## config.mk

```make
export PLATFORM = sky130hd
export DESIGN_NAME = assoc_lru_word_cache_core
export DESIGN_NICKNAME = d
export VERILOG_FILES = /design/src/sv/alc_pkg.sv /design/src/sv/assoc_lru_word_cache_core.sv
export SDC_FILE = /design/constraint.sdc
export NUM_CORES = 2
export LEC_CHECK = 0
export ABC_AREA = 1
export BUFFER_PORTS_ARGS = -buffer_cell sky130_fd_sc_hd__buf_2
export CELL_PAD_IN_SITES_DETAIL_PLACEMENT = 1
export CELL_PAD_IN_SITES_GLOBAL_PLACEMENT = 1
export CORE_MARGIN = 4
export CORE_UTILIZATION = 30
export DETAILED_ROUTE_END_ITERATION = 7
export PLACE_DENSITY = 0.63
export RECOVER_POWER = 100
export SYNTH_ARGS = -nofsm -noshare
export SYNTH_HDL_FRONTEND = slang
export SYNTH_SLANG_ARGS = --single-unit
```

## constraint.sdc

```tcl
create_clock -name clk -period 5.5 [get_ports clk]
set_input_delay 0.275 -clock clk [delete_from_list [all_inputs] [get_ports clk]]
set_output_delay 0.275 -clock clk [all_outputs]
set_load 0.02 [all_outputs]
```

## src/sv/alc_pkg.sv

```systemverilog
package alc_pkg;

    localparam int LINE_COUNT   = 5;
    localparam int LINE_WORDS   = 10;
    localparam int MEMORY_WORDS = 100;
    localparam int MISS_TICKS   = 10;

    localparam int LINE_W = (LINE_COUNT > 1) ? $clog2(LINE_COUNT) : 1;
    localparam int OFFS_W = $clog2(LINE_WORDS);
    localparam int TAG_W  = 4;
    localparam int ADDR_W = 7;
    localparam int MEMA_W = $clog2(MEMORY_WORDS);
    localparam int CACHE_DEPTH = LINE_COUNT * LINE_WORDS;
    localparam int CACHE_W = $clog2(CACHE_DEPTH);

    // tag = (address * TAG_RECIP) >> TAG_SHIFT, exact for every 7-bit address
    localparam int TAG_RECIP = 205;
    localparam int TAG_SHIFT = 11;
    localparam int TAG_PROD_W = 15;

    localparam logic [1:0] STATUS_OK        = 2'd0;
    localparam logic [1:0] STATUS_BAD_ADDR  = 2'd1;
    localparam logic [1:0] STATUS_BAD_VALUE = 2'd2;

    localparam logic OP_READ  = 1'b0;
    localparam logic OP_WRITE = 1'b1;

    localparam logic CFG_VALUE_MIN = 1'b0;
    localparam logic CFG_VALUE_MAX = 1'b1;

    typedef enum logic [3:0] {
        ST_IDLE,
        ST_CHECK,
        ST_LOOKUP,
        ST_VICTIM,
        ST_WB_RD,
        ST_WB_WR,
        ST_FILL_RD,
        ST_FILL_WR,
        ST_ACCESS,
        ST_ACCESS_WR,
        ST_DONE
    } state_t;

endpackage

```

## src/sv/assoc_lru_word_cache_core.sv

```systemverilog
// channel  | valid  | stall  | payload
// in       | valid  | stall  | op, address, write_value
// out      | out_valid | out_stall | read_data, hit, status, miss_penalty
// cfg      | cfg_we | -      | cfg_index, cfg_data
// A hit passes CHECK, LOOKUP, VICTIM, ACCESS, ACCESS_WR and DONE on its way to the
// result register; a miss scans the lines in VICTIM, checks the dirty mark in WB_RD,
// and takes a read state and a write state per word of write-back and of fill, set
// by the single cache and memory ports. Rejected accesses go from CHECK to DONE.
// Reset clears line state and the stamp counter; memory reads as zero through
// a written mask. No new word is taken while a result waits under stall.
module assoc_lru_word_cache_core
    import alc_pkg::*;
(
    input  logic        clk,
    input  logic        rst_n,
    input  logic        cfg_we,
    input  logic        cfg_index,
    input  logic [15:0] cfg_data,
    input  logic        valid,
    output logic        stall,
    input  logic        op,
    input  logic [6:0]  address,
    input  logic [15:0] write_value,
    output logic        out_valid,
    input  logic        out_stall,
    output logic [15:0] read_data,
    output logic        hit,
    output logic [1:0]  status,
    output logic [3:0]  miss_penalty
);

    state_t state_reg, state_next;

    logic [15:0] vmin_reg, vmax_reg;
    logic        op_reg;
    logic [ADDR_W-1:0] addr_reg;
    logic [15:0] wv_reg;
    logic [TAG_W-1:0]  tag_reg;
    logic [OFFS_W-1:0] offs_reg;

    logic [LINE_COUNT-1:0] valid_reg, dirty_reg;
    logic [TAG_W-1:0]  tags_reg  [LINE_COUNT];
    logic [31:0]       stamp_reg [LINE_COUNT];
    logic [31:0]       counter_reg;

    logic [LINE_W-1:0] idx_reg;
    logic [LINE_W-1:0] line_reg;
    logic [LINE_W-1:0] best_reg;
    logic              found_inv_reg;
    logic              hit_reg;
    logic [OFFS_W-1:0] word_reg;

    logic [15:0] cache_mem [CACHE_DEPTH];
    logic [15:0] back_mem  [MEMORY_WORDS];
    logic [MEMORY_WORDS-1:0] written_reg;
    logic [15:0] cache_q, back_q;

    logic [15:0] rd_reg;
    logic        ohit_reg;
    logic [1:0]  status_reg;
    logic [3:0]  pen_reg;
    logic        ovalid_reg;

    // cache / memory port controls
    logic              c_we, c_re, b_we, b_re;
    logic [CACHE_W-1:0] c_addr;
    logic [15:0]       c_wdata, b_wdata;
    logic [MEMA_W-1:0] b_addr;
    logic [ADDR_W+1:0] wb_a, fill_a;

    // address split by reciprocal multiply
    logic [TAG_PROD_W-1:0] tag_prod;
    logic [TAG_W-1:0]      tag_in;
    logic [ADDR_W-1:0]     line_base;

    assign stall = (state_reg != ST_IDLE) || ovalid_reg;
    assign out_valid = ovalid_reg;
    assign read_data = rd_reg;
    assign hit = ohit_reg;
    assign status = status_reg;
    assign miss_penalty = pen_reg;

    assign tag_prod  = TAG_PROD_W'(address) * TAG_PROD_W'(TAG_RECIP);
    assign tag_in    = TAG_W'(tag_prod >> TAG_SHIFT);
    assign line_base = ADDR_W'(tag_in) * ADDR_W'(LINE_WORDS);

    assign wb_a   = (ADDR_W+2)'(tags_reg[line_reg] * LINE_WORDS) + (ADDR_W+2)'(word_reg);
    assign fill_a = (ADDR_W+2)'(tag_reg * LINE_WORDS) + (ADDR_W+2)'(word_reg);

    always_ff @(posedge clk or negedge rst_n)
    begin
        if (!rst_n)
        begin
            vmin_reg <= 16'd0;
            vmax_reg <= 16'd32767;
        end
        else if (cfg_we)
        begin
            if (cfg_index == CFG_VALUE_MIN)
                vmin_reg <= cfg_data;
            else
                vmax_reg <= cfg_data;
        end
    end

    always_comb
    begin
        state_next = state_reg;
        unique case (state_reg)
            ST_IDLE:      if (valid && !ovalid_reg) state_next = ST_CHECK;
            ST_CHECK:
            begin
                if (addr_reg >= ADDR_W'(MEMORY_WORDS))
                    state_next = ST_DONE;
                else if (op_reg == OP_WRITE && (wv_reg < vmin_reg || wv_reg > vmax_reg))
                    state_next = ST_DONE;
                else
                    state_next = ST_LOOKUP;
            end
            ST_LOOKUP:    state_next = ST_VICTIM;
            ST_VICTIM:
            begin
                if (hit_reg)
                    state_next = ST_ACCESS;
                else if (idx_reg == LINE_W'(LINE_COUNT - 1) || found_inv_reg)
                    state_next = ST_WB_RD;
            end
            ST_WB_RD:
            begin
                if (!(valid_reg[line_reg] && dirty_reg[line_reg]))
                    state_next = ST_FILL_RD;
                else
                    state_next = ST_WB_WR;
            end
            ST_WB_WR:
                state_next = (word_reg == OFFS_W'(LINE_WORDS - 1)) ? ST_FILL_RD : ST_WB_RD;
            ST_FILL_RD:   state_next = ST_FILL_WR;
            ST_FILL_WR:
                state_next = (word_reg == OFFS_W'(LINE_WORDS - 1)) ? ST_ACCESS : ST_FILL_RD;
            ST_ACCESS:    state_next = ST_ACCESS_WR;
            ST_ACCESS_WR: state_next = ST_DONE;
            ST_DONE:      state_next = ST_IDLE;
            default:      state_next = ST_IDLE;
        endcase
    end

    // port drive
    always_comb
    begin
        c_we = 1'b0; c_re = 1'b0; b_we = 1'b0; b_re = 1'b0;
        c_addr = '0; c_wdata = wv_reg; b_addr = '0; b_wdata = wv_reg;
        unique case (state_reg)
            ST_WB_RD:
            begin
                c_re = 1'b1;
                c_addr = CACHE_W'(line_reg * LINE_WORDS) + CACHE_W'(word_reg);
            end
            ST_WB_WR:
            begin
                b_we = (wb_a < (ADDR_W+2)'(MEMORY_WORDS));
                b_addr = MEMA_W'(wb_a);
                b_wdata = cache_q;
            end
            ST_FILL_RD:
            begin
                b_re = 1'b1;
                b_addr = MEMA_W'(fill_a);
            end
            ST_FILL_WR:
            begin
                c_we = 1'b1;
                c_addr = CACHE_W'(line_reg * LINE_WORDS) + CACHE_W'(word_reg);
                c_wdata = (fill_a < (ADDR_W+2)'(MEMORY_WORDS) &&
                           written_reg[MEMA_W'(fill_a)]) ? back_q : 16'd0;
            end
            ST_ACCESS:
            begin
                c_addr = CACHE_W'(line_reg * LINE_WORDS) + CACHE_W'(offs_reg);
                c_re = (op_reg == OP_READ);
                c_we = (op_reg == OP_WRITE);
                b_we = (op_reg == OP_WRITE);
                b_addr = MEMA_W'(addr_reg);
            end
            default: ;
        endcase
    end

    always_ff @(posedge clk)
    begin
        if (c_we)
            cache_mem[c_addr] <= c_wdata;
        if (c_re)
            cache_q <= cache_mem[c_addr];
        if (b_we)
            back_mem[b_addr] <= b_wdata;
        if (b_re)
            back_q <= back_mem[b_addr];
    end

    always_ff @(posedge clk)
    begin
        if (state_reg == ST_IDLE)
        begin
            op_reg <= op;
            addr_reg <= address;
            wv_reg <= write_value;
            tag_reg <= tag_in;
            offs_reg <= OFFS_W'(address - line_base);
        end
    end

    always_ff @(posedge clk or negedge rst_n)
    begin
        if (!rst_n)
        begin
            state_reg <= ST_IDLE;
            valid_reg <= '0;
            dirty_reg <= '0;
            counter_reg <= 32'd0;
            written_reg <= '0;
            ovalid_reg <= 1'b0;
            idx_reg <= '0;
            line_reg <= '0;
            best_reg <= '0;
            found_inv_reg <= 1'b0;
            hit_reg <= 1'b0;
            word_reg <= '0;
            rd_reg <= '0;
            ohit_reg <= 1'b0;
            status_reg <= STATUS_OK;
            pen_reg <= '0;
            for (int i = 0; i < LINE_COUNT; i++)
            begin
                stamp_reg[i] <= 32'd0;
                tags_reg[i] <= '0;
            end
        end
        else
        begin
            state_reg <= state_next;
            if (ovalid_reg && !out_stall)
                ovalid_reg <= 1'b0;
            if (b_we)
                written_reg[b_addr] <= 1'b1;
            unique case (state_reg)
                ST_LOOKUP:
                begin
                    // parallel tag compare
                    hit_reg <= 1'b0;
                    for (int i = LINE_COUNT - 1; i >= 0; i--)
                        if (valid_reg[i] && tags_reg[i] == tag_reg)
                        begin
                            hit_reg <= 1'b1;
                            line_reg <= LINE_W'(i);
                        end
                    idx_reg <= '0;
                    best_reg <= '0;
                    found_inv_reg <= 1'b0;
                    word_reg <= '0;
                end
                ST_VICTIM:
                begin
                    // the first invalid line ends the scan
                    if (!hit_reg && !found_inv_reg)
                    begin
                        if (!valid_reg[idx_reg])
                        begin
                            found_inv_reg <= 1'b1;
                            line_reg <= idx_reg;
                        end
                        else
                        begin
                            if (stamp_reg[idx_reg] < stamp_reg[best_reg])
                            begin
                                best_reg <= idx_reg;
                                line_reg <= idx_reg;
                            end
                            else
                                line_reg <= best_reg;
                        end
                        if (idx_reg != LINE_W'(LINE_COUNT - 1))
                            idx_reg <= idx_reg + 1'b1;
                    end
                end
                ST_WB_RD: ;
                ST_WB_WR:
                    word_reg <= (word_reg == OFFS_W'(LINE_WORDS - 1)) ? '0 : word_reg + 1'b1;
                ST_FILL_WR:
                begin
                    if (word_reg == OFFS_W'(LINE_WORDS - 1))
                    begin
                        word_reg <= '0;
                        tags_reg[line_reg] <= tag_reg;
                        valid_reg[line_reg] <= 1'b1;
                        dirty_reg[line_reg] <= 1'b0;
                        counter_reg <= counter_reg + 32'd1;
                    end
                    else
                        word_reg <= word_reg + 1'b1;
                end
                ST_ACCESS:
                begin
                    if (op_reg == OP_WRITE)
                        dirty_reg[line_reg] <= 1'b1;
                    stamp_reg[line_reg] <= counter_reg + 32'd1;
                    counter_reg <= counter_reg + 32'd1;
                end
                ST_DONE:
                begin
                    ovalid_reg <= 1'b1;
                    if (addr_reg >= ADDR_W'(MEMORY_WORDS))
                    begin
                        status_reg <= STATUS_BAD_ADDR;
                        rd_reg <= '0; ohit_reg <= 1'b0; pen_reg <= '0;
                    end
                    else if (op_reg == OP_WRITE && (wv_reg < vmin_reg || wv_reg > vmax_reg))
                    begin
                        status_reg <= STATUS_BAD_VALUE;
                        rd_reg <= '0; ohit_reg <= 1'b0; pen_reg <= '0;
                    end
                    else
                    begin
                        status_reg <= STATUS_OK;
                        rd_reg <= (op_reg == OP_READ) ? cache_q : 16'd0;
                        ohit_reg <= hit_reg;
                        pen_reg <= hit_reg ? 4'd0 : 4'(MISS_TICKS);
                    end
                end
                default: ;
            endcase
        end
    end

endmodule

```

# Yosys cells after proc, flatten, opt, wreduce, memory -nomap -nowiden
# Memory sizes are Yosys's and may differ from the RTL's. A register that Yosys moved wholly into a read port is not among the register bits.
# Cells that the tools add are included.
dict set report word_totals {
  ff_bits 429
  ramBits 2400
  inputBits 46
  output_inout_bits 25
  elab_cells 231
  mem_count 2
}
# memory words width rd rd_ports_with_merged_regs write_ports line
set mem_list {}
lappend mem_list {back_mem 100 16 1 1 1 assoc_lru_word_cache_core.sv:54} ;# logic [15:0] back_mem [MEMORY_WORDS];
lappend mem_list {cache_mem 50 16 1 1 1 assoc_lru_word_cache_core.sv:53} ;# logic [15:0] cache_mem [CACHE_DEPTH];
dict set report classes {
  n_addsub 8
  mul 5
  n_lt_le_gt_ge 16
  eq_ne 27
  mux 91
  n_bitwise 10
  n_reduce_logical 39
}
# cell count
set ops {}
lappend ops {{$bmux 32 s3} 2}
lappend ops {{$mux 32} 6}
lappend ops {{$bwmux 160} 1}
lappend ops {{$or 100x100->100} 1}
lappend ops {{$demux 32 s3} 1}
lappend ops {{$mux 16} 6}
lappend ops {{$pmux 32 s2} 1}
lappend ops {{$mux 4} 13}
lappend ops {{$pmux 4 s10} 1}
lappend ops {{$mux 3} 12}
lappend ops {{$add 32x1->32 const B} 1}
lappend ops {{$lt 32x32->1} 1}
lappend ops {{$mux 1} 22}
lappend ops {{$pmux 7 s3} 1}
lappend ops {{$bwmux 20} 1}
lappend ops {{$eq 4x4->1} 5}
lappend ops {{$add 8x4->9} 2}
lappend ops {{$lt 9x7->1 const B} 2}
lappend ops {{$pmux 3 s2} 3}
lappend ops {{$eq 4x3->1 const B} 4}
lappend ops {{$eq 4x4->1 const B} 4}
lappend ops {{$gt 16x16->1} 1}
lappend ops {{$lt 16x16->1} 1}
lappend ops {{$lt 7x8->1 const B} 2}
lappend ops {{other kinds (46)} 102}

# Longest topological paths before layout
dict set report logic_depth {
  ltp_word 12
  mapped_depth 25
  depth_no_buf 24
}

# Worst setup path before layout
# No wires, ideal clock.
dict set report synth_timing {
  path_kind {reg-to-reg}
  from {register state_reg[2]}
  to {memory back_mem[0][0] (data pin)}
  setup_time_ns 0.981
  arrival_ns 4.836
  required_ns 4.519
  slack_ns -0.317
  path_stages_with_launch 7
  n_path_buf 1
  synth_period_minus_slack_ns 5.817
  cell_sequence {dfrtp_1 inv_1 nor2_4 nand2_1 inv_2 clkbuf_1 o21ai_0}
}
dict set report synth_between {
  elab_chain_cells 2
}
# element line
set synth_rtl {}
lappend synth_rtl {{start, declared} assoc_lru_word_cache_core.sv:32} ;# state_t state_reg, state_next;
lappend synth_rtl {{start signal, assigned} assoc_lru_word_cache_core.sv:240} ;# state_reg <= state_next;
lappend synth_rtl {{$eq 4x3->1} assoc_lru_word_cache_core.sv:152} ;# unique case (state_reg)
lappend synth_rtl {{$mux 16} assoc_lru_word_cache_core.sv:152}
lappend synth_rtl {{via b_wdata[0]} assoc_lru_word_cache_core.sv:67} ;# logic [15:0] c_wdata, b_wdata;
lappend synth_rtl {{end, declared} assoc_lru_word_cache_core.sv:54}
# The timed path passes the listed nets, and every way through them passes these cells.

# Worst setup path in the final report
dict set report layout_timing {
  from {register line_reg[1]}
  to {register back_q[2] (read register of back_mem) (data pin)}
}
dict set report layout_between {
  elab_chain_cells 7
}
# element line
set layout_rtl {}
lappend layout_rtl {{start, declared} assoc_lru_word_cache_core.sv:47} ;# logic [LINE_W-1:0] line_reg;
lappend layout_rtl {{start signal, assigned} assoc_lru_word_cache_core.sv:254} ;# line_reg <= LINE_W'(i);
lappend layout_rtl {{start signal, assigned} assoc_lru_word_cache_core.sv:269} ;# line_reg <= idx_reg;
lappend layout_rtl {{start signal, assigned} assoc_lru_word_cache_core.sv:276} ;# line_reg <= idx_reg;
lappend layout_rtl {{$not 3->4 (implied by the code)} assoc_lru_word_cache_core.sv:87} ;# assign wb_a = (ADDR_W+2)'(tags_reg[line_reg] * LINE_WORDS) + (ADDR_W+2)'(word_reg);
lappend layout_rtl {{$bmux 4 s3} assoc_lru_word_cache_core.sv:87}
lappend layout_rtl {{$mux 4 (implied by the code) (2 in a row)} assoc_lru_word_cache_core.sv:87}
lappend layout_rtl {{$mul 4x3->7} assoc_lru_word_cache_core.sv:87}
lappend layout_rtl {{$add 8x4->9} assoc_lru_word_cache_core.sv:87}
lappend layout_rtl {{$pmux 7 s3} assoc_lru_word_cache_core.sv:152}
lappend layout_rtl {{end, declared} assoc_lru_word_cache_core.sv:56} ;# logic [15:0] cache_q, back_q;
# No other way between the ends. The select of a mux whose other input is x is not followed.
# A chain may end at the register's enable or synchronous reset.

==> qor.yml <==
clock_tree:
  numCtsBuffers: 311
  root_buffer: "clkbuf_16"
  cts_buffer_depth: 4
  clock-sinks: 2857
  clkTransAtPathRegs_ns: 0.06
  htreeDepth: 5
  cts_tree: "done"
  clk_latency_ns: 0.94
floorplanning:
  rows: 232
  fp.dieH_um: 640.6
  die-area_um2: 410400
  die_w_um: 640.6
  core_region_area_um2: 399100
  io_pins: 71
  initial_core_util: 0.3008
sta:
  fin_crit_sh: 0.9677
  timing.hold.ws_ns: 0.07855
  setup_violations: 0
  rsz0062_at_grt: "false"
  worst_slew_pin_slew_ns: 3.203
  min_period_ns: 5.322
  setup-tns-final_ns: 0
  slew_violations: 1194
  hold_viol: 0
  max_freq_mhz: 187.9
  worst_slack_ns: 0.1775
  max_slew_margin: -1.136
  skew_ns: 0.07893
synthesis:
  synth-seq-cells: 2857
  synthDistinctLibCells: 67
  ys_seq_area_frac: 0.6982
  syn_inst: 10714
  yosys_warnings: 0
  synthFlopType: "edfxtp_1"
  ys_async_sr_fraction: 0.1379
  syn_area_um2: 120100
  syn_area_per_cell_um2: 11.21
  synth_edf_count: 2463
critical_path:
  r2r-start: "line_reg[1]"
  worst_path_most_repeated_cell: "nand2_1"
  cp_data_required_time_ns: 6.12
  crit_path_end_kind: "flop"
  critPathTopFamily: "simple AND/OR/NAND/NOR gates"
  max_stage_delay_ns: 0.48
  cp_slowest_cell: "dfrtp_1"
  criticalPathCategory: "reg -> reg"
  path_buf_inv: 8
  startpoint_type: "flop"
  crit_path_start: "line_reg[1]"
  arrival_ns: 5.95
  critPathMaxFanout: 32
  reg2reg_slack_ns: 0.18
grt:
  grt_pass1_vias: 85049
  grt_max_degree: 117
  antenna_found_initial: 12
  grt.overflow.total: 0
  grt.total_usage: 0.1884
  grt_first_pass_wirelength_um: 582200
layout:
  multi_input_area_um2: 31930
  regArea_um2: 83850
  largest_reg_flops: 1600
  syn2layout_area_growth_pct: 15.36
  layout.cells.most_common_list: "nand2_1 (3851), edfxtp_1 (2463), a21oi_1 (741)"
  final_nets: 11222
  num-fill-cells: 43578
  final_util: 0.3470
  layout-drive-gt1-share: 0.09247
  final_common_cell: "nand2_1"
placed_design:
  numPortBuffers: 68
  hpwlAfterDp_um: 245400
  pre_cts_slack_ns: 0.00001821
  gp_congestion: 0.8895
pwr:
  pwr-share-seq: 0.429
  switchingPower_mw: 21.05
  combPwrFrac: 0.246
  power_mw: 62.01
  pwr_density_cell_nw_per_um2: 447.7
  clkPwrFrac: 0.325
  p_int_mw: 40.96
  ir_drop_v: 0.0003151
  swShare: 0.3395
  p_leak_nw: 51.99
outcome:
  violations: "capacitance limit, slew limit"
  outcome: "finished with violations"
route:
  vias_per_cell: 5.055
  drt-wirelength-per-cell_um: 23.96
  drtPass1Iterations: 5
  ant_nets: 0
  dr.first_iter.drc_count: 7565
  vias: 83700
  routed_wl_um: 396700
  remaining_drc_errors: 0
hold_path:
  min_from: "write_value[12]"
  hp-class: "in -> reg"
flow_run:
  maxCapViolations: 23
-- cell type report --
type	count	share of cell area
Antenna cell	2	0.00003613
Clock buffer	430	0.06225
Clock inverter	130	0.006748
Inverter	521	0.01435
Multi-Input combinational cell	6776	0.2305
Sequential cell	2857	0.6053
Tap cell	5265	0.04756
Timing Repair Buffer	576	0.03323
-- final timing paths --
kind | endpoint | depth (start not counted)
min reg2reg | written_reg[8] | 2
max in group asynchronous | written_reg[75] | 3
max reg2reg | back_q[2] | 26
min in group asynchronous | stamp_reg[117] | 2
max | back_q[2] | 26
min | wv_reg[12] | 2
-- worst reg2reg max path: stages (launching register included) --
cell,delay (ns)
dfrtp_1,0.48
inv_2,0.11
nand2_1,0.08
nor2_1,0.06
buf_4,0.17
a32o_1,0.20
nor4_1,0.27
buf_4,0.19
inv_1,0.05
ha_1,0.28
ha_1,0.28
inv_1,0.06
or2_2,0.28
nand2_1,0.08
nor2_1,0.04
a21oi_1,0.12
o21a_1,0.32
inv_1,0.14
nand2_1,0.33
inv_2,0.11
buf_12,0.20
o21ai_1,0.21
nand3_1,0.27
nand2_1,0.14
nand3_1,0.14
nor2_1,0.32
nand2_1,0.11
-- synthesized netlist by cell type (30+ instances only) --
| library cell | n | area share |
|---|---|---|
| a21oi_1 | 741 | 0.031 |
| a221oi_1 | 41 | 0.0030 |
| a22o_1 | 61 | 0.0044 |
| a22oi_1 | 162 | 0.010 |
| buf_1 | 61 | 0.0019 |
| buf_2 | 266 | 0.011 |
| clkbuf_1 | 213 | 0.0067 |
| dfrtp_1 | 379 | 0.079 |
| edfxtp_1 | 2463 | 0.62 |
| ha_1 | 119 | 0.012 |
| inv_1 | 477 | 0.015 |
| inv_2 | 36 | 0.0011 |
| nand2_1 | 3849 | 0.12 |
| nand3_1 | 313 | 0.013 |
| nand4_1 | 81 | 0.0042 |
| nor2_1 | 266 | 0.0083 |
| o21ai_0 | 632 | 0.026 |
| o21ai_1 | 102 | 0.0043 |
| o22ai_1 | 30 | 0.0016 |
| or2_1 | 44 | 0.0023 |
| or2_2 | 54 | 0.0028 |
| xor2_1 | 33 | 0.0024 |
-- per-layer routing --
metal,vias to the layer above,wire length (um),GRT usage
met4,4,14250,0.06050
li1,37613,-,-
met1,43119,172800,0.2567
met2,2339,189000,0.3137
met5,-,28,0
met3,625,20670,0.02109
-- timing repair --
item | 4_1_cts | 5_1_grt
endpoints found under the hold margin | 175 | 0
setup buffers | 3 | 0
setup endpoints to repair | 16 | 877
gates resized for setup | 0 | 3
pin swaps | 1 | 0
hold buffers | 43 | 0
-- cell families after synthesis --
group / synth area share
AOI/OAI and AO/OA: 0.08796
xor gates and xnor gates: 0.003897
adders and majority gates: 0.01473
buffers and inverters: 0.03741
DFF: 0.6982
muxes: 0.001334
other: 0.00003123
and+or+nand+nor: 0.1564
-- through the flow --
step | cell area [um2] | std cells
2_1_floorplan | 120100 | 10715
3_3_place_gp | 129700 | 15949
3_5_place_dp | 129700 | 15949
4_1_cts | 139700 | 16555
5_1_grt | 138500 | 16556
6_report | 138500 | 16557
-- power by group through the flow --
stage               sequential (mW)  combinational, mW  clock (mW)
detailed placement             26.9               15.6           0
global placement               26.9               15.4           0
CTS                            26.4               15.7        20.6
finish                         26.6               15.2        20.2
floorplan                      26.9               7.77           0
global route                   26.7               16.4        21.5
(Power assumes the default switching activity.)
